File: src/rtl/hslrgb_pkg.sv
// Shared constants, types and helpers for the HSL to RGB color pipeline.
package hslrgb_pkg;

  localparam int HUE_BITS        = 16;
  localparam int LEVEL_FRAC_BITS = 8;

  localparam int LEVEL_W  = LEVEL_FRAC_BITS + 1;
  localparam int MQ_W     = 2 * LEVEL_FRAC_BITS + 1;
  localparam int SUM_W    = MQ_W + 1;
  localparam int FAC_W    = HUE_BITS + 1;
  localparam int VAL_W    = 2 * LEVEL_FRAC_BITS + HUE_BITS + 1;
  localparam int PROD_W   = MQ_W + FAC_W;
  localparam int HX6_W    = HUE_BITS + 3;
  localparam int CHAN_W   = 8;
  localparam int SCALE_W  = VAL_W + CHAN_W;
  localparam int PIPE_DEPTH = 5;

  localparam logic [LEVEL_W-1:0]  LEVEL_ONE  = LEVEL_W'(1) << LEVEL_FRAC_BITS;
  localparam logic [LEVEL_W-1:0]  LEVEL_HALF = LEVEL_W'(1) << (LEVEL_FRAC_BITS - 1);
  localparam logic [MQ_W-1:0]     MQ_ONE     = MQ_W'(1) << (2 * LEVEL_FRAC_BITS);
  localparam logic [HUE_BITS-1:0] HUE_THIRD  = HUE_BITS'((64'd1 << HUE_BITS) / 3);
  localparam logic [CHAN_W-1:0]   CHAN_MAX   = '1;
  localparam logic [CHAN_W-1:0]   ALPHA      = 8'hff;

  typedef enum logic [1:0] {
    SEG_RISE,
    SEG_HIGH,
    SEG_FALL,
    SEG_LOW
  } ramp_seg_t;

  typedef struct packed {
    logic [MQ_W-1:0] m1;
    logic [MQ_W-1:0] m2;
  } level_t;

  function automatic logic [LEVEL_W-1:0] clamp_level(input logic [LEVEL_W-1:0] v);
    return (v > LEVEL_ONE) ? LEVEL_ONE : v;
  endfunction

endpackage

File: src/rtl/hslrgb_level.sv
// Two-stage computation of the ramp limits m1 and m2 from saturation and lightness.
module hslrgb_level (
  input  logic                             clk,
  input  logic [hslrgb_pkg::LEVEL_W-1:0]   saturation,
  input  logic [hslrgb_pkg::LEVEL_W-1:0]   lightness,
  output hslrgb_pkg::level_t               lev
);
  import hslrgb_pkg::*;

  logic [LEVEL_W-1:0] sc;
  logic [LEVEL_W-1:0] lc;
  logic [MQ_W-1:0]    ls;
  logic               low;
  logic [SUM_W-1:0]   m2_wide;
  logic [SUM_W-1:0]   m1_wide;
  logic [SUM_W-1:0]   l_scaled;
  logic [SUM_W-1:0]   ls_wide;

  always_ff @(posedge clk) begin
    sc  <= clamp_level(saturation);
    lc  <= clamp_level(lightness);
    ls  <= MQ_W'(clamp_level(saturation)) * MQ_W'(clamp_level(lightness));
    low <= clamp_level(lightness) < LEVEL_HALF;
  end

  always_comb begin
    l_scaled = SUM_W'(lc) << LEVEL_FRAC_BITS;
    ls_wide  = SUM_W'(ls);
    if (low) begin
      m2_wide = l_scaled + ls_wide;
    end else begin
      m2_wide = ((SUM_W'(lc) + SUM_W'(sc)) << LEVEL_FRAC_BITS) - ls_wide;
    end
    m1_wide = (l_scaled << 1) - m2_wide;
  end

  always_ff @(posedge clk) begin
    lev.m1 <= m1_wide[MQ_W-1:0];
    lev.m2 <= m2_wide[MQ_W-1:0];
  end

endmodule

File: src/rtl/hslrgb_ramp.sv
// Pipelined hue ramp evaluation and 8-bit scaling for one color channel.
module hslrgb_ramp (
  input  logic                             clk,
  input  logic [hslrgb_pkg::HUE_BITS-1:0]  hx,
  input  hslrgb_pkg::level_t               lev,
  output logic [hslrgb_pkg::CHAN_W-1:0]    chan
);
  import hslrgb_pkg::*;

  localparam logic [HX6_W-1:0] TURN   = HX6_W'(1) << HUE_BITS;
  localparam logic [HX6_W-1:0] TURN2  = HX6_W'(2) << HUE_BITS;
  localparam logic [HX6_W-1:0] TURN4  = HX6_W'(4) << HUE_BITS;

  logic [HUE_BITS-1:0] hx_a;
  logic [HX6_W-1:0]    six;
  logic [HX6_W-1:0]    three;
  logic [HX6_W-1:0]    fall;
  ramp_seg_t           seg_next;
  logic [FAC_W-1:0]    fac_next;
  ramp_seg_t           seg_b;
  logic [FAC_W-1:0]    fac_b;
  logic [MQ_W-1:0]     span;
  logic [PROD_W-1:0]   prod_full;
  logic [VAL_W-1:0]    prod_c;
  logic [MQ_W-1:0]     m1_c;
  logic [MQ_W-1:0]     m2_c;
  ramp_seg_t           seg_c;
  logic [VAL_W-1:0]    v_next;
  logic [VAL_W-1:0]    v_d;
  logic [SCALE_W-1:0]  scaled;
  logic [CHAN_W:0]     c_raw;

  always_ff @(posedge clk) begin
    hx_a <= hx;
  end

  always_comb begin
    six   = HX6_W'(hx_a) * HX6_W'(6);
    three = HX6_W'(hx_a) * HX6_W'(3);
    fall  = TURN4 - six;
    if (six < TURN) begin
      seg_next = SEG_RISE;
      fac_next = six[FAC_W-1:0];
    end else if (!hx_a[HUE_BITS-1]) begin
      seg_next = SEG_HIGH;
      fac_next = '0;
    end else if (three < TURN2) begin
      seg_next = SEG_FALL;
      fac_next = fall[FAC_W-1:0];
    end else begin
      seg_next = SEG_LOW;
      fac_next = '0;
    end
  end

  always_ff @(posedge clk) begin
    seg_b <= seg_next;
    fac_b <= fac_next;
  end

  assign span      = lev.m2 - lev.m1;
  assign prod_full = PROD_W'(span) * PROD_W'(fac_b);

  always_ff @(posedge clk) begin
    prod_c <= prod_full[VAL_W-1:0];
    m1_c   <= lev.m1;
    m2_c   <= lev.m2;
    seg_c  <= seg_b;
  end

  always_comb begin
    unique case (seg_c) inside
      SEG_RISE, SEG_FALL: v_next = ({m1_c, {HUE_BITS{1'b0}}}) + prod_c;
      SEG_HIGH:           v_next = {m2_c, {HUE_BITS{1'b0}}};
      SEG_LOW:            v_next = {m1_c, {HUE_BITS{1'b0}}};
      default:            v_next = {m1_c, {HUE_BITS{1'b0}}};
    endcase
  end

  always_ff @(posedge clk) begin
    v_d <= v_next;
  end

  assign scaled = {v_d, {CHAN_W{1'b0}}} - SCALE_W'(v_d);
  assign c_raw  = scaled[SCALE_W-1:VAL_W-1];

  always_ff @(posedge clk) begin
    chan <= c_raw[CHAN_W] ? CHAN_MAX : c_raw[CHAN_W-1:0];
  end

endmodule

File: src/rtl/hsl_to_rgb_color_pack.sv
// Top level of the HSL to RGB color conversion pipeline with packed output.
//
//  channel   signals                                   direction  handshake
//  command   start, busy, hue, saturation, lightness   in         start && !busy
//  result    done, red, green, blue, packed_color      out        done, one cycle
//
//  The start transfer reaches done through the five register stages of the
//  ramp path: hue register, segment select, span multiply, ramp sum and 255x
//  scaling. The pipeline accepts one item per cycle.
//  busy stays low; the pipeline always advances.
//  rst clears the valid bits only; payload registers are not reset.
//  Results are never held: done marks each one for exactly one cycle.
module hsl_to_rgb_color_pack (
  input  logic                             clk,
  input  logic                             rst,
  input  logic                             start,
  output logic                             busy,
  input  logic [hslrgb_pkg::HUE_BITS-1:0]  hue,
  input  logic [hslrgb_pkg::LEVEL_W-1:0]   saturation,
  input  logic [hslrgb_pkg::LEVEL_W-1:0]   lightness,
  output logic                             done,
  output logic [hslrgb_pkg::CHAN_W-1:0]    red,
  output logic [hslrgb_pkg::CHAN_W-1:0]    green,
  output logic [hslrgb_pkg::CHAN_W-1:0]    blue,
  output logic [31:0]                      packed_color
);
  import hslrgb_pkg::*;

  logic [PIPE_DEPTH-1:0] vld;
  logic [HUE_BITS-1:0]   hue_red;
  logic [HUE_BITS-1:0]   hue_blue;
  level_t                lev;

  assign busy     = 1'b0;
  assign hue_red  = hue + HUE_THIRD;
  assign hue_blue = hue - HUE_THIRD;

  always_ff @(posedge clk) begin
    if (rst) begin
      vld <= '0;
    end else begin
      vld <= {vld[PIPE_DEPTH-2:0], start && !busy};
    end
  end

  hslrgb_level u_level (
    .clk        (clk),
    .saturation (saturation),
    .lightness  (lightness),
    .lev        (lev)
  );

  hslrgb_ramp u_ramp_red (
    .clk  (clk),
    .hx   (hue_red),
    .lev  (lev),
    .chan (red)
  );

  hslrgb_ramp u_ramp_green (
    .clk  (clk),
    .hx   (hue),
    .lev  (lev),
    .chan (green)
  );

  hslrgb_ramp u_ramp_blue (
    .clk  (clk),
    .hx   (hue_blue),
    .lev  (lev),
    .chan (blue)
  );

  assign done         = vld[PIPE_DEPTH-1];
  assign packed_color = {ALPHA, blue, green, red};

  a_done_from_start: assert property (@(posedge clk) disable iff (rst)
    done |-> $past(start, PIPE_DEPTH))
    else $error("result strobe without a matching start transfer");

  a_start_to_done: assert property (@(posedge clk) disable iff (rst)
    (start && !busy) |-> ##PIPE_DEPTH done)
    else $error("start transfer did not produce a result");

  a_level_order: assert property (@(posedge clk) disable iff (rst)
    vld[1] |-> (lev.m1 <= lev.m2))
    else $error("ramp low limit above high limit");

  a_level_range: assert property (@(posedge clk) disable iff (rst)
    vld[1] |-> (lev.m2 <= MQ_ONE))
    else $error("ramp high limit above one");

endmodule
File: config.mk
export PLATFORM = sky130hd
export DESIGN_NAME = hsl_to_rgb_color_pack
export DESIGN_NICKNAME = d
export VERILOG_FILES = /design/src/rtl/hslrgb_pkg.sv /design/src/rtl/hslrgb_level.sv /design/src/rtl/hslrgb_ramp.sv /design/src/rtl/hsl_to_rgb_color_pack.sv
export SDC_FILE = /design/constraint.sdc
export NUM_CORES = 2
export LEC_CHECK = 0
export BUFFER_PORTS_ARGS = -buffer_cell sky130_fd_sc_hd__buf_2
export CELL_PAD_IN_SITES_DETAIL_PLACEMENT = 1
export CELL_PAD_IN_SITES_GLOBAL_PLACEMENT = 2
export CORE_MARGIN = 2
export CORE_UTILIZATION = 25
export CTS_CLUSTER_DIAMETER = 40
export DETAILED_ROUTE_END_ITERATION = 10
export GPL_ROUTABILITY_DRIVEN = 0
export PLACE_DENSITY = 0.63
export SLEW_MARGIN = 20
export SYNTH_ARGS = -nofsm -noshare
export SYNTH_HDL_FRONTEND = slang
export SYNTH_HIERARCHICAL = 1
export SYNTH_SLANG_ARGS = --single-unit
File: constraint.sdc
create_clock -name clk -period 7.5 [get_ports clk]
set_clock_uncertainty 0.2 [all_clocks]
set_input_delay 0.375 -clock clk [delete_from_list [all_inputs] [get_ports clk]]
set_output_delay 0.375 -clock clk [all_outputs]
set_load 0.03 [all_outputs]
==> flow_summary.yaml <==
logic_synthesis:
  ys.flop_type: "dfxtp_1"
  syn_inst: 6280
  synth_edf_count: 0
  ys_types: 116
  ys_seq_area_frac: 0.179
  yosys_warnings: 6
  async_flop_share: 0
  yosys-top-cells-count: "inv_1 (1,119), fa_1 (681), ha_1 (634)"
  synth-seq-cells: 500
  yosysTopAreaCell: "fa_1"
  synth.top_cell.area_share: 0.244
  synth_area_mm2: 0.0558
  yosysMostFrequentCell: "inv_1"
  synth.avg_cell_area_um2: 8.89
  netlist_top_cells_area: "fa_1 (24%), dfxtp_1 (18%), ha_1 (14%)"
finish:
  final_nets: 8207
  synthToLayoutAreaGrowth_pct: 24.7
  finalNonFillerCells: 9904
  multi_input_area_mm2: 0.0426
  fill_cells: 25700
  utilization: 0.314
  layout-drive-gt1-share: 0.184
  regArea_mm2: 0.0100
route:
  wl_per_cell_um: 18.1
  postRouteAntennaNets: 0
  dr.first_iter.drc_count: 1752
  drcViolationCount: 0
  dr_total_vias: 44100
  drt_wl_total_um: 179000
  viasPerCell: 4.45
  drtPass1Iterations: 8
worst_setup_path:
  critPathMaxFanout: 5
  crit_type: "register to register"
  reg2reg_depth: 33
  start_kind: "register"
  cp_slowest_cell: "fa_1"
  path_common_cell: "fa_1"
  worstSetupEndpointType: "register"
  critical_path.top_delay_family: "adder cells"
  crit_buf_inv: 9
  cp.required_ps: 7860
  crit_path_max_incr_delay_ps: 560
  arrival_ps: 8140
  cp.depth: 33
sta:
  tightest_slew_ps: 1080
  period_share: 1.04
  setup_ws_ps: -272
  rsz0062_at_grt: "true"
  layout_min_cycle_time_ps: 7770
  slew-limit-headroom: 0.277
  setup_violations: 28
  hold_ws_ps: 49.2
  max_freq_mhz: 129
  slew_viol_final: 0
  hold_viol: 0
die:
  core-area_mm2: 0.222
  die_h_um: 477
  die_area_mm2: 0.227
  num_rows: 173
  ios: 95
  die_w_um: 477
  start_util: 0.251
global_route:
  grt_max_degree: 46
  antenna_found_initial: 7
  grtUsageTotal: 0.158
  grt_pass1_vias: 49000
  grt-ovfl-total: 0
  grt_pass1_wl_um: 283000
placed_design:
  dp_hpwl_um: 149000
  placed_cells: 9626
  io_buffers: 85
cts:
  clockBufferDepth: 3
  cts_sinks: 500
  htree_levels: 3
  clk_pin_slew_ps: 50
  cts_root_buf: "clkbuf_16"
  cts_tree: "done"
  clkLatencyLatePin_ps: 720
  cts_buffers: 91
worst_hold_path:
  hold_class: "input port to register"
  worstHoldPathCells: 3
run_status:
  status: "finished, violations left"
  violations: "negative setup slack"
job:
  cap_violations: 0
[final timing paths]
path | from | endpoint | slack (ps)
max | u_level/lev[17]$_DFF_P_ | u_ramp_green/prod_c[31]$_DFF_P_ | -270
min | lightness[5] | u_level/lc[5]$_DFF_P_ | 50
max reg2reg | u_level/lev[17]$_DFF_P_ | u_ramp_green/prod_c[31]$_DFF_P_ | -270
min reg2reg | u_ramp_green/seg_b[1]$_SDFF_PP0_ | u_ramp_green/seg_c[1]$_DFF_P_ | 90
[registers in the layout, indices dropped and copies added (netlist names), 9 cells and up]
| register | count |
|---|---|
| u_ramp_blue/fac_b | 16 |
| u_level/lc | 9 |
| u_ramp_blue/v_d | 32 |
| u_ramp_red/m1_c | 17 |
| u_ramp_green/m2_c | 17 |
| u_ramp_green/fac_b | 16 |
| u_ramp_red/v_d | 32 |
| u_level/sc | 9 |
| u_ramp_blue/m1_c | 17 |
| u_level/ls | 17 |
| u_ramp_blue/hx_a | 16 |
| u_ramp_red/fac_b | 16 |
| u_ramp_red/hx_a | 16 |
| u_ramp_blue/m2_c | 17 |
| u_ramp_green/prod_c | 32 |
| u_ramp_green/v_d | 32 |
| u_ramp_red/prod_c | 32 |
| u_level/lev | 33 |
| u_ramp_green/hx_a | 16 |
| u_ramp_blue/prod_c | 32 |
| u_ramp_red/m2_c | 17 |
| u_ramp_green/m1_c | 17 |
[final cells by class]
type	instances	area share
Timing Repair Buffer	700	0.0830
Clock inverter	58	0.0119
Inverter	1122	0.0606
Clock buffer	108	0.0351
Antenna cell	1	0.0000359
Sequential cell	500	0.144
Tap cell	2975	0.0534
Multi-Input combinational cell	4440	0.612
[metrics by stage]
step / setup TNS, ps / area (um2) / setup slack, ps
6_report: -4350 / 69700 / -272
5_1_grt: -15860 / 69700 / -566
4_1_cts: -5940 / 68400 / -329
3_5_place_dp: -18780 / 63400 / -651
3_3_place_gp: -15040 / 63400 / -546
2_1_floorplan: -11.5 / 56200 / -11.5
[logic make-up after synthesis]
logic type      count (synthesis)  share of synthesized area
simple gates                 1839                      0.169
buf+inv                      1347                     0.0938
fa+ha+maj                    1315                      0.386
compound gates                885                      0.107
flops                         500                      0.179
xor+xnor                      282                     0.0447
mux                           110                     0.0204
other cells                     2                   0.000134
[placed cells by master (no fill, tap or decap), drive strengths merged, types with 79 or more instances in the layout]
cell type / count
inv: 1142
fa: 681
buf: 664
ha: 634
nand2: 570
dfxtp: 500
and2: 392
nor2: 259
a21oi: 230
xnor2: 202
o21ai: 170
nor2b: 150
nand2b: 118
clkbuf: 110
a21o: 99
nand3: 81
xor2: 80
mux2i: 79
[worst reg2reg max path, delay by kind of cell (launching register included)]
| kind | cells | cell delay, ps |
|---|---|---|
| adder cells (fa/ha/maj) | 9 | 3800 |
| AO/OA/AOI/OAI | 11 | 2000 |
| buffers and inverters | 9 | 740 |
| flip-flops | 1 | 370 |
| AND/OR/NAND/NOR | 2 | 270 |
| XOR/XNOR | 2 | 200 |
[layer usage]
layer | share of wire | track usage
met1 | 0.49 | 0.218
met2 | 0.47 | 0.264
met3 | 0.022 | 0.0170
met4 | 0.021 | 0.0332
met5 | 0 | 0
[what timing repair did]
| item | 4_1_cts | 5_1_grt |
|---|---|---|
| resized for setup | 231 | 256 |
| gates cloned | 0 | 1 |
| hold endpoints to repair | 65 | 0 |
| endpoints found under the setup margin | 49 | 55 |
| hold buffers | 34 | 0 |
| buffers inserted | 52 | 35 |
| pin swaps | 126 | 199 |
Power is left out: the tool's default activity adds up to more than one toggle a clock period on the data nets, which glitch-free logic cannot reach.
